`src/rtl/ifl_pkg.sv`:
```
// shared types, constants and control codes of the free list allocator
package ifl_pkg;

  // fixed field widths
  localparam int CMD_W      = 2;
  localparam int FIELD_W    = 12;
  localparam int STATUS_W   = 2;
  localparam int END_W      = 13;
  localparam int SIZE_W     = 13;
  localparam int HDR_W      = 14;
  localparam int ALIGN_W    = 4;
  localparam int CFG_DATA_W = 13;
  localparam int CFG_IDX_W  = 1;

  // arena geometry
  localparam int ADDR_LIMIT   = 4096;
  localparam int HDR_BYTES    = 4;
  localparam int MIN_SPLIT    = 8;
  localparam int MIN_ARENA    = 16;
  localparam int ARENA_RESET  = 4096;
  localparam int ALIGN_RESET  = 2;
  localparam int ALIGN_LG_MIN = 2;
  localparam int ALIGN_LG_MAX = 8;

  typedef enum logic [CMD_W-1:0] {
    CMD_ALLOC   = 2'd0,
    CMD_FREE    = 2'd1,
    CMD_REALLOC = 2'd2,
    CMD_FORMAT  = 2'd3
  } cmd_t;

  typedef enum logic [STATUS_W-1:0] {
    STATUS_OK       = 2'd0,
    STATUS_NO_SPACE = 2'd1,
    STATUS_BAD_ADDR = 2'd2
  } status_t;

  typedef enum logic [CFG_IDX_W-1:0] {
    REG_ARENA_BYTES    = 1'd0,
    REG_ALIGNMENT_LOG2 = 1'd1
  } reg_idx_t;

  typedef enum logic [3:0] {
    ST_IDLE,
    ST_INIT,
    ST_DISPATCH,
    ST_FORMAT,
    ST_FIND_RD,
    ST_FIND_CHK,
    ST_ALLOC_RD,
    ST_ALLOC_CHK,
    ST_SPLIT_HEAD,
    ST_FREE_OLD,
    ST_RESP
  } state_t;

  // header write select
  typedef enum logic [2:0] {
    WR_NONE,
    WR_FORMAT,
    WR_FREE_CUR,
    WR_MARK_CUR,
    WR_SPLIT_TAIL,
    WR_SPLIT_HEAD,
    WR_FREE_OLD
  } wr_sel_t;

  // result capture select
  typedef enum logic [2:0] {
    RES_NONE,
    RES_OK,
    RES_GRANT_SPLIT,
    RES_GRANT_WHOLE,
    RES_NO_SPACE,
    RES_BAD
  } res_sel_t;

  // walk pointer update
  typedef enum logic [1:0] {
    HDR_HOLD,
    HDR_ZERO,
    HDR_NEXT
  } hdr_op_t;

  typedef struct packed {
    logic     take_req;
    hdr_op_t  hdr_op;
    logic     save_old;
    wr_sel_t  wr_sel;
    res_sel_t res_sel;
    logic     out_load;
  } dp_ctrl_t;

  typedef struct packed {
    logic fmt_pending;
    cmd_t cmd;
    logic addr_bad;
    logic hit;
    logic past;
    logic walk_end;
    logic fit;
    logic split;
    logic out_free;
  } dp_stat_t;

endpackage

```
`src/rtl/ifl_ctrl.sv`:
```
// allocator controller: sequences header walks, writes and the response
module ifl_ctrl (
  input  logic              clk,
  input  logic              rst,
  input  logic              in_valid,
  output logic              in_ready,
  input  ifl_pkg::dp_stat_t stat,
  output ifl_pkg::dp_ctrl_t ctrl
);
  import ifl_pkg::*;

  state_t state;
  state_t state_next;

  // state register
  always_ff @(posedge clk) begin
    if (rst) begin
      state <= ST_IDLE;
    end else begin
      state <= state_next;
    end
  end

  // next state and datapath commands
  always_comb begin
    state_next    = state;
    in_ready      = 1'b0;
    ctrl.take_req = 1'b0;
    ctrl.hdr_op   = HDR_HOLD;
    ctrl.save_old = 1'b0;
    ctrl.wr_sel   = WR_NONE;
    ctrl.res_sel  = RES_NONE;
    ctrl.out_load = 1'b0;
    case (state)
      ST_IDLE: begin
        if (stat.fmt_pending) begin
          state_next = ST_INIT;
        end else begin
          in_ready = 1'b1;
          if (in_valid) begin
            ctrl.take_req = 1'b1;
            ctrl.hdr_op   = HDR_ZERO;
            state_next    = ST_DISPATCH;
          end
        end
      end
      // arena format after reset or an arena size write
      ST_INIT: begin
        ctrl.wr_sel = WR_FORMAT;
        state_next  = ST_IDLE;
      end
      ST_DISPATCH: begin
        case (stat.cmd)
          CMD_ALLOC:   state_next = ST_ALLOC_RD;
          CMD_FREE:    state_next = ST_FIND_RD;
          CMD_REALLOC: state_next = ST_FIND_RD;
          default:     state_next = ST_FORMAT;
        endcase
      end
      ST_FORMAT: begin
        ctrl.wr_sel  = WR_FORMAT;
        ctrl.res_sel = RES_OK;
        state_next   = ST_RESP;
      end
      // look up the block that owns the given payload address
      ST_FIND_RD: begin
        if (stat.addr_bad) begin
          ctrl.res_sel = RES_BAD;
          state_next   = ST_RESP;
        end else begin
          state_next = ST_FIND_CHK;
        end
      end
      ST_FIND_CHK: begin
        if (stat.hit) begin
          if (stat.cmd == CMD_FREE) begin
            ctrl.wr_sel  = WR_FREE_CUR;
            ctrl.res_sel = RES_OK;
            state_next   = ST_RESP;
          end else begin
            ctrl.save_old = 1'b1;
            ctrl.hdr_op   = HDR_ZERO;
            state_next    = ST_ALLOC_RD;
          end
        end else if (stat.past || stat.walk_end) begin
          ctrl.res_sel = RES_BAD;
          state_next   = ST_RESP;
        end else begin
          ctrl.hdr_op = HDR_NEXT;
          state_next  = ST_FIND_RD;
        end
      end
      // first fit walk
      ST_ALLOC_RD: state_next = ST_ALLOC_CHK;
      ST_ALLOC_CHK: begin
        if (stat.fit) begin
          if (stat.split) begin
            ctrl.wr_sel  = WR_SPLIT_TAIL;
            ctrl.res_sel = RES_GRANT_SPLIT;
            state_next   = ST_SPLIT_HEAD;
          end else begin
            ctrl.wr_sel  = WR_MARK_CUR;
            ctrl.res_sel = RES_GRANT_WHOLE;
            state_next   = (stat.cmd == CMD_REALLOC) ? ST_FREE_OLD : ST_RESP;
          end
        end else if (stat.walk_end) begin
          ctrl.res_sel = RES_NO_SPACE;
          state_next   = ST_RESP;
        end else begin
          ctrl.hdr_op = HDR_NEXT;
          state_next  = ST_ALLOC_RD;
        end
      end
      ST_SPLIT_HEAD: begin
        ctrl.wr_sel = WR_SPLIT_HEAD;
        state_next  = (stat.cmd == CMD_REALLOC) ? ST_FREE_OLD : ST_RESP;
      end
      ST_FREE_OLD: begin
        ctrl.wr_sel = WR_FREE_OLD;
        state_next  = ST_RESP;
      end
      // wait for room in the output register
      ST_RESP: begin
        if (stat.out_free) begin
          ctrl.out_load = 1'b1;
          state_next    = ST_IDLE;
        end
      end
      default: state_next = ST_IDLE;
    endcase
  end

endmodule

```
`config.mk`:
```
export PLATFORM = sky130hd
export DESIGN_NAME = ifl_ctrl
export DESIGN_NICKNAME = d
export VERILOG_FILES = /design/src/rtl/ifl_pkg.sv /design/src/rtl/ifl_ctrl.sv
export SDC_FILE = /design/constraint.sdc
export NUM_CORES = 1
export LEC_CHECK = 0
export BUFFER_PORTS_ARGS = -buffer_cell sky130_fd_sc_hd__buf_2
export CAP_MARGIN = 20
export CORE_MARGIN = 4
export CORE_UTILIZATION = 46
export DETAILED_ROUTE_END_ITERATION = 12
export PLACE_DENSITY = 0.77
export SLEW_MARGIN = 20
export SYNTH_ARGS = -nofsm -noshare
export SYNTH_HDL_FRONTEND = slang
export SYNTH_SLANG_ARGS = --single-unit
```
`constraint.sdc`:
```
create_clock -name clk -period 1.4 [get_ports clk]
set_input_delay 0.14 -clock clk [delete_from_list [all_inputs] [get_ports clk]]
set_output_delay 0.14 -clock clk [all_outputs]
set_load 0.05 [all_outputs]
```
==> metrics.txt, run 1 <==
# TYPE chip_impl_metric gauge
chip_impl_metric{name="cts.sinks",unit=""} 4
chip_impl_info{name="most_common_library_cells_after_synthesis",value="sky130_fd_sc_hd__nor2_1, sky130_fd_sc_hd__inv_1, sky130_fd_sc_hd__a31oi_1, sky130_fd_sc_hd__nand2_1, sky130_fd_sc_hd__o21ai_0"} 1
chip_impl_metric{name="htree_num_levels",unit=""} 1
chip_impl_info{name="error_message",value="[ERROR DPL-0038] Utilization greater than 100%, impossible to legalize"} 1
chip_impl_info{name="status",value="aborted with a tool error"} 1
chip_impl_metric{name="synth.distinct_cells",unit=""} 35
chip_impl_info{name="timing.grt.repair.worst_endpoint",value="ctrl[8]"} 1
chip_impl_metric{name="ioPinCount",unit=""} 25
chip_impl_metric{name="numPortBuffers",unit=""} 24
chip_impl_metric{name="fp.dieH",unit="um"} 44.1
chip_impl_metric{name="synth_async_sr_flop_share",unit="%"} 0
chip_impl_info{name="synth_most_common_cell",value="sky130_fd_sc_hd__nor2_1"} 1
chip_impl_metric{name="ctsLongestPathBuffers",unit=""} 2
chip_impl_metric{name="syn_area",unit="um^2"} 598
chip_impl_metric{name="placement_rows",unit=""} 12
chip_impl_metric{name="fp.dieW",unit="um"} 44.1
chip_impl_metric{name="dp_slack",unit="ns"} -0.135
chip_impl_info{name="ys_dominant_reg_cell",value="sky130_fd_sc_hd__dfxtp_1"} 1
chip_impl_metric{name="ys_seq_elements",unit=""} 4
chip_impl_metric{name="netlist_instances",unit=""} 88
chip_impl_info{name="cts-root-buf",value="sky130_fd_sc_hd__clkbuf_4"} 1
chip_impl_metric{name="effective_utilization_at_floorplan",unit="%"} 51.1
chip_impl_metric{name="synth-edff-count",unit=""} 0
chip_impl_info{name="synth_top_cell_by_area",value="sky130_fd_sc_hd__dfxtp_1"} 1
chip_impl_info{name="failed_stage",value="global routing (5_1_grt)"} 1
chip_impl_metric{name="dp_hpwl",unit="um"} 1680
chip_impl_metric{name="cts-buffers-inserted",unit=""} 3
chip_impl_metric{name="syn_avg_cell_area",unit="um^2"} 6.80
chip_impl_metric{name="ys_warns",unit=""} 0
chip_impl_metric{name="sequential_element_share_of_the_synthesized_area",unit="%"} 13.4
chip_impl_metric{name="grt_max_degree",unit=""} 11
chip_impl_metric{name="cts-hold-fix-buffers",unit=""} 0
chip_impl_metric{name="yosys.area.top_type_share",unit="%"} 13.4
chip_impl_metric{name="place.gp.congestion",unit=""} 0.903
chip_impl_info{name="synth_area_leaders",value="sky130_fd_sc_hd__dfxtp_1, sky130_fd_sc_hd__nor2_1, sky130_fd_sc_hd__a31oi_1"} 1
chip_impl_info{name="timing.worst_endpoint.kind",value="top-level output"} 1
chip_impl_metric{name="mappedNetlistNets",unit=""} 104
## logic make-up after synthesis
| kind of cell | synth area share (%) |
|---|---|
| simple gates | 35.4 |
| compound gates | 34.5 |
| buf+inv | 9.00 |
| flops | 13.4 |
| fa+ha+maj | 6.28 |
| xor+xnor | 1.46 |
## metrics by stage
step                      cells  cell area, um^2
after detailed placement    143              937
after CTS                   149             1130
after floorplan              88              666
after global placement      143              937
## what timing repair did
item / in CTS
resized for setup: 41
endpoints found under the setup margin: 13
buffers inserted: 3
pin swaps: 9
==> inputs of run 2 (changes only) <==
- CORE_AREA: unset -> 4 4 65 67
- CORE_MARGIN: 4 -> unset
- CORE_UTILIZATION: 46 -> unset
- DIE_AREA: unset -> 0 0 69 71
- PLACE_DENSITY: 0.77 -> unset
- PLACE_DENSITY_LB_ADDON: unset -> 0.15
==> run 2 against run 1 <==
The flow now finishes, with violations (negative setup slack). Synthesized cell count unchanged. Area after synthesis did not move.
==> metrics.txt, run 2 <==
# TYPE chip_impl_metric gauge
chip_impl_metric{name="clock_latency",unit="ns"} 0.21
chip_impl_metric{name="synth.distinct_cells",unit=""} 35
chip_impl_info{name="most-common-layout-cells",value="sky130_fd_sc_hd__buf_4, sky130_fd_sc_hd__nor2_1, sky130_fd_sc_hd__buf_2"} 1
chip_impl_metric{name="r2r.worst_path.cells",unit=""} 5
chip_impl_metric{name="worst-path-max-fanout",unit=""} 4
chip_impl_metric{name="whs_path_depth",unit=""} 2
chip_impl_info{name="failing_checks",value="negative setup slack"} 1
chip_impl_metric{name="fillers",unit=""} 407
chip_impl_metric{name="num-nets-final",unit=""} 157
chip_impl_metric{name="routedWlPerCell",unit="um"} 12.8
chip_impl_metric{name="leakagePower",unit="nW"} 0.574
chip_impl_metric{name="met2_wirelength",unit="um"} 1080
chip_impl_metric{name="numPortBuffers",unit=""} 24
chip_impl_metric{name="critical_path_required",unit="ns"} 1.26
chip_impl_metric{name="placeableCoreArea",unit="um^2"} 3630
chip_impl_info{name="largest_registers",value="state (4)"} 1
chip_impl_info{name="crit_slowest_cell",value="sky130_fd_sc_hd__dfxtp_2"} 1
chip_impl_metric{name="fp.dieW",unit="um"} 69
chip_impl_metric{name="antenna_violations_before_repair",unit=""} 0
chip_impl_metric{name="fp.dieH",unit="um"} 71
chip_impl_info{name="critical_path_cell_list",value="nand4b_1 > buf_4 > o31a_1 > o21ai_2 > buf_6"} 1
chip_impl_metric{name="ys_warns",unit=""} 0
chip_impl_metric{name="drt_first_pass_iters",unit=""} 4
chip_impl_metric{name="max_slew.worst_pin.slew",unit="ns"} 0.287
chip_impl_metric{name="grt_max_degree",unit=""} 13
chip_impl_metric{name="route.layer.met1.wl",unit="um"} 1150
chip_impl_metric{name="critical_path.max_stage_delay",unit="ns"} 0.33
chip_impl_metric{name="wirelength",unit="um"} 2400
chip_impl_info{name="grt_setup_unrepaired",value="true"} 1
chip_impl_metric{name="slew-limit-headroom",unit="%"} 80.6
chip_impl_info{name="final_common_cell",value="sky130_fd_sc_hd__buf_4"} 1
chip_impl_metric{name="dp_hpwl",unit="um"} 1890
chip_impl_metric{name="grt_first_pass_wirelength",unit="um"} 3960
chip_impl_metric{name="cts.sinks",unit=""} 4
chip_impl_metric{name="grt_pass1_vias",unit=""} 842
chip_impl_metric{name="ioPinCount",unit=""} 25
chip_impl_metric{name="setup_viol_count_final",unit=""} 13
chip_impl_metric{name="power_density",unit="nW/um^2"} 1610
chip_impl_metric{name="critPathBufInv",unit=""} 2
chip_impl_metric{name="finalMaxSlewViolations",unit=""} 0
chip_impl_metric{name="timing.critical_path.arrival",unit="ns"} 1.51
chip_impl_info{name="cts-root-buf",value="sky130_fd_sc_hd__clkbuf_8"} 1
chip_impl_metric{name="max_clock_freq",unit="MHz"} 607
chip_impl_info{name="worstHoldPathType",value="primary input to flip-flop"} 1
chip_impl_metric{name="vias_per_cell",unit=""} 4.48
chip_impl_metric{name="post_route_cells_drive_above_1_share",unit="%"} 61.2
chip_impl_metric{name="global_route.usage.total",unit="%"} 9.73
chip_impl_metric{name="mappedNetlistNets",unit=""} 104
chip_impl_metric{name="synth-edff-count",unit=""} 0
chip_impl_metric{name="route.antenna.remaining_nets",unit=""} 0
chip_impl_metric{name="crit_cells",unit=""} 5
chip_impl_info{name="timing_worst_setup_path_type",value="flip-flop to output pin"} 1
chip_impl_metric{name="ctsLongestPathBuffers",unit=""} 2
chip_impl_info{name="path_delay_family",value="buffers and inverters"} 1
chip_impl_metric{name="timing.final.crit_period",unit="ns"} 1.65
chip_impl_info{name="top_register",value="state"} 1
chip_impl_metric{name="detail_route.drc_violations",unit=""} 0
chip_impl_metric{name="fp.dieArea",unit="um^2"} 4900
chip_impl_metric{name="antenna-diode-count",unit=""} 0
chip_impl_metric{name="part_of_the_cycle_the_worst_path_needs",unit="%"} 118
chip_impl_metric{name="syn_avg_cell_area",unit="um^2"} 6.80
chip_impl_metric{name="yosys.area.top_type_share",unit="%"} 13.4
chip_impl_info{name="most_common_library_cells_after_synthesis",value="sky130_fd_sc_hd__nor2_1, sky130_fd_sc_hd__inv_1, sky130_fd_sc_hd__a31oi_1, sky130_fd_sc_hd__nand2_1, sky130_fd_sc_hd__o21ai_0"} 1
chip_impl_metric{name="number_of_drc_markers_after_the_initial_detailed_route_iteration",unit=""} 25
chip_impl_metric{name="final_design_area_no_fill",unit="um^2"} 1260
chip_impl_metric{name="effective_utilization_at_floorplan",unit="%"} 16.5
chip_impl_metric{name="ys_seq_elements",unit=""} 4
chip_impl_metric{name="crit_path_setup_slack_layout",unit="ns"} -0.248
chip_impl_metric{name="area_delta_synth_final",unit="%"} 111
chip_impl_metric{name="ir_worst_vdd",unit="V"} 0.000587
chip_impl_metric{name="place.gp.congestion",unit=""} 0.842
chip_impl_info{name="cp-end-kind",value="output pin"} 1
chip_impl_metric{name="clock_skew",unit="ns"} 0.000330
chip_impl_info{name="cts_tree",value="done"} 1
chip_impl_metric{name="htree_num_levels",unit=""} 1
chip_impl_metric{name="place_area",unit="um^2"} 1000
chip_impl_info{name="synth_area_leaders",value="sky130_fd_sc_hd__dfxtp_1, sky130_fd_sc_hd__nor2_1, sky130_fd_sc_hd__a31oi_1"} 1
chip_impl_metric{name="report.final.hold_viol_count",unit=""} 0
chip_impl_metric{name="synth_async_sr_flop_share",unit="%"} 0
chip_impl_metric{name="clock_transition_at_path_regs",unit="ns"} 0.03
chip_impl_metric{name="placement_rows",unit=""} 22
chip_impl_metric{name="sequential_element_share_of_the_synthesized_area",unit="%"} 13.4
chip_impl_metric{name="overflow",unit=""} 0
chip_impl_info{name="worst_setup_path_start_kind",value="flip-flop"} 1
chip_impl_info{name="ys_dominant_reg_cell",value="sky130_fd_sc_hd__dfxtp_1"} 1
chip_impl_info{name="route.top_layer_used",value="met4"} 1
chip_impl_metric{name="cts-buffers-inserted",unit=""} 3
chip_impl_info{name="synth_most_common_cell",value="sky130_fd_sc_hd__nor2_1"} 1
chip_impl_metric{name="netlist_instances",unit=""} 88
chip_impl_metric{name="syn_area",unit="um^2"} 598
chip_impl_info{name="status",value="finished with violations"} 1
chip_impl_metric{name="met3_length",unit="um"} 119
chip_impl_metric{name="maxCapViolCount",unit=""} 0
chip_impl_metric{name="detailroute.via_count",unit=""} 838
chip_impl_metric{name="largest_register_ffs",unit=""} 4
chip_impl_metric{name="timing.hold.ws",unit="ns"} 0.171
chip_impl_info{name="synth_top_cell_by_area",value="sky130_fd_sc_hd__dfxtp_1"} 1
run 2: path summary, 6_finish.rpt:
path                            slack [ns]       end     start
worst max-delay path                 -0.25   ctrl[5]  state[3]
worst min-delay path                  0.17  state[0]       rst
worst max register to register       -0.05  state[1]  state[2]
worst min register to register        0.77  state[0]  state[0]
run 2: through the flow:
| step | instances | setup WS, ns | util (%) | setup TNS, ns | total power, mW |
|---|---|---|---|---|---|
| after floorplan | 88 | -0.569 | - | -1.27 | 1.02 |
| after CTS | 184 | -0.260 | 32.7 | -2.11 | 1.91 |
| after detailed placement | 180 | -0.131 | 27.6 | -0.608 | 1.45 |
| after global placement | 180 | -0.118 | 27.6 | -0.640 | 1.47 |
| after global routing | 187 | -0.320 | 34.7 | -3.11 | 2.17 |
| final | 187 | -0.248 | 34.7 | -2.16 | 2.03 |
run 2: layout make-up:
cell class              instances  area, um^2  share of cell area, %
multi-input cells              72         603                   47.8
flip-flops and latches          4        87.6                   6.94
well taps                      48        60.1                   4.76
inverters                       8        30.0                   2.38
repair buffers                 52         439                   34.8
clock buffers                   3        41.3                   3.27
run 2: logic make-up after synthesis:
family,after synthesis,share of synthesized area (%)
XOR/XNOR,1,1.46
adder cells (fa/ha/maj),3,6.28
AO/OA/AOI/OAI,29,34.5
AND/OR/NAND/NOR,39,35.4
flip-flops,4,13.4
buffers and inverters,12,9.00
run 2: metal layers:
layer	global-route usage (%)	vias up
met1	13.3	381
met2	15.0	25
met5	0	-
met3	2.13	6
li1	-	426
met4	3.25	0
run 2: what timing repair did:
item,CTS,global route
setup buffers,1,5
hold buffers,0,0
resized for setup,41,10
pin swaps,8,9
setup endpoints to repair,13,16
run 2: power by group:
part	switching (mW)	total, mW	leakage, nW	internal, mW
Clock	0.0581	0.241	0.0216	0.183
Sequential	0.0518	0.219	0.0347	0.167
Combinational	0.807	1.57	0.518	0.768
(Power assumes the default switching activity.)
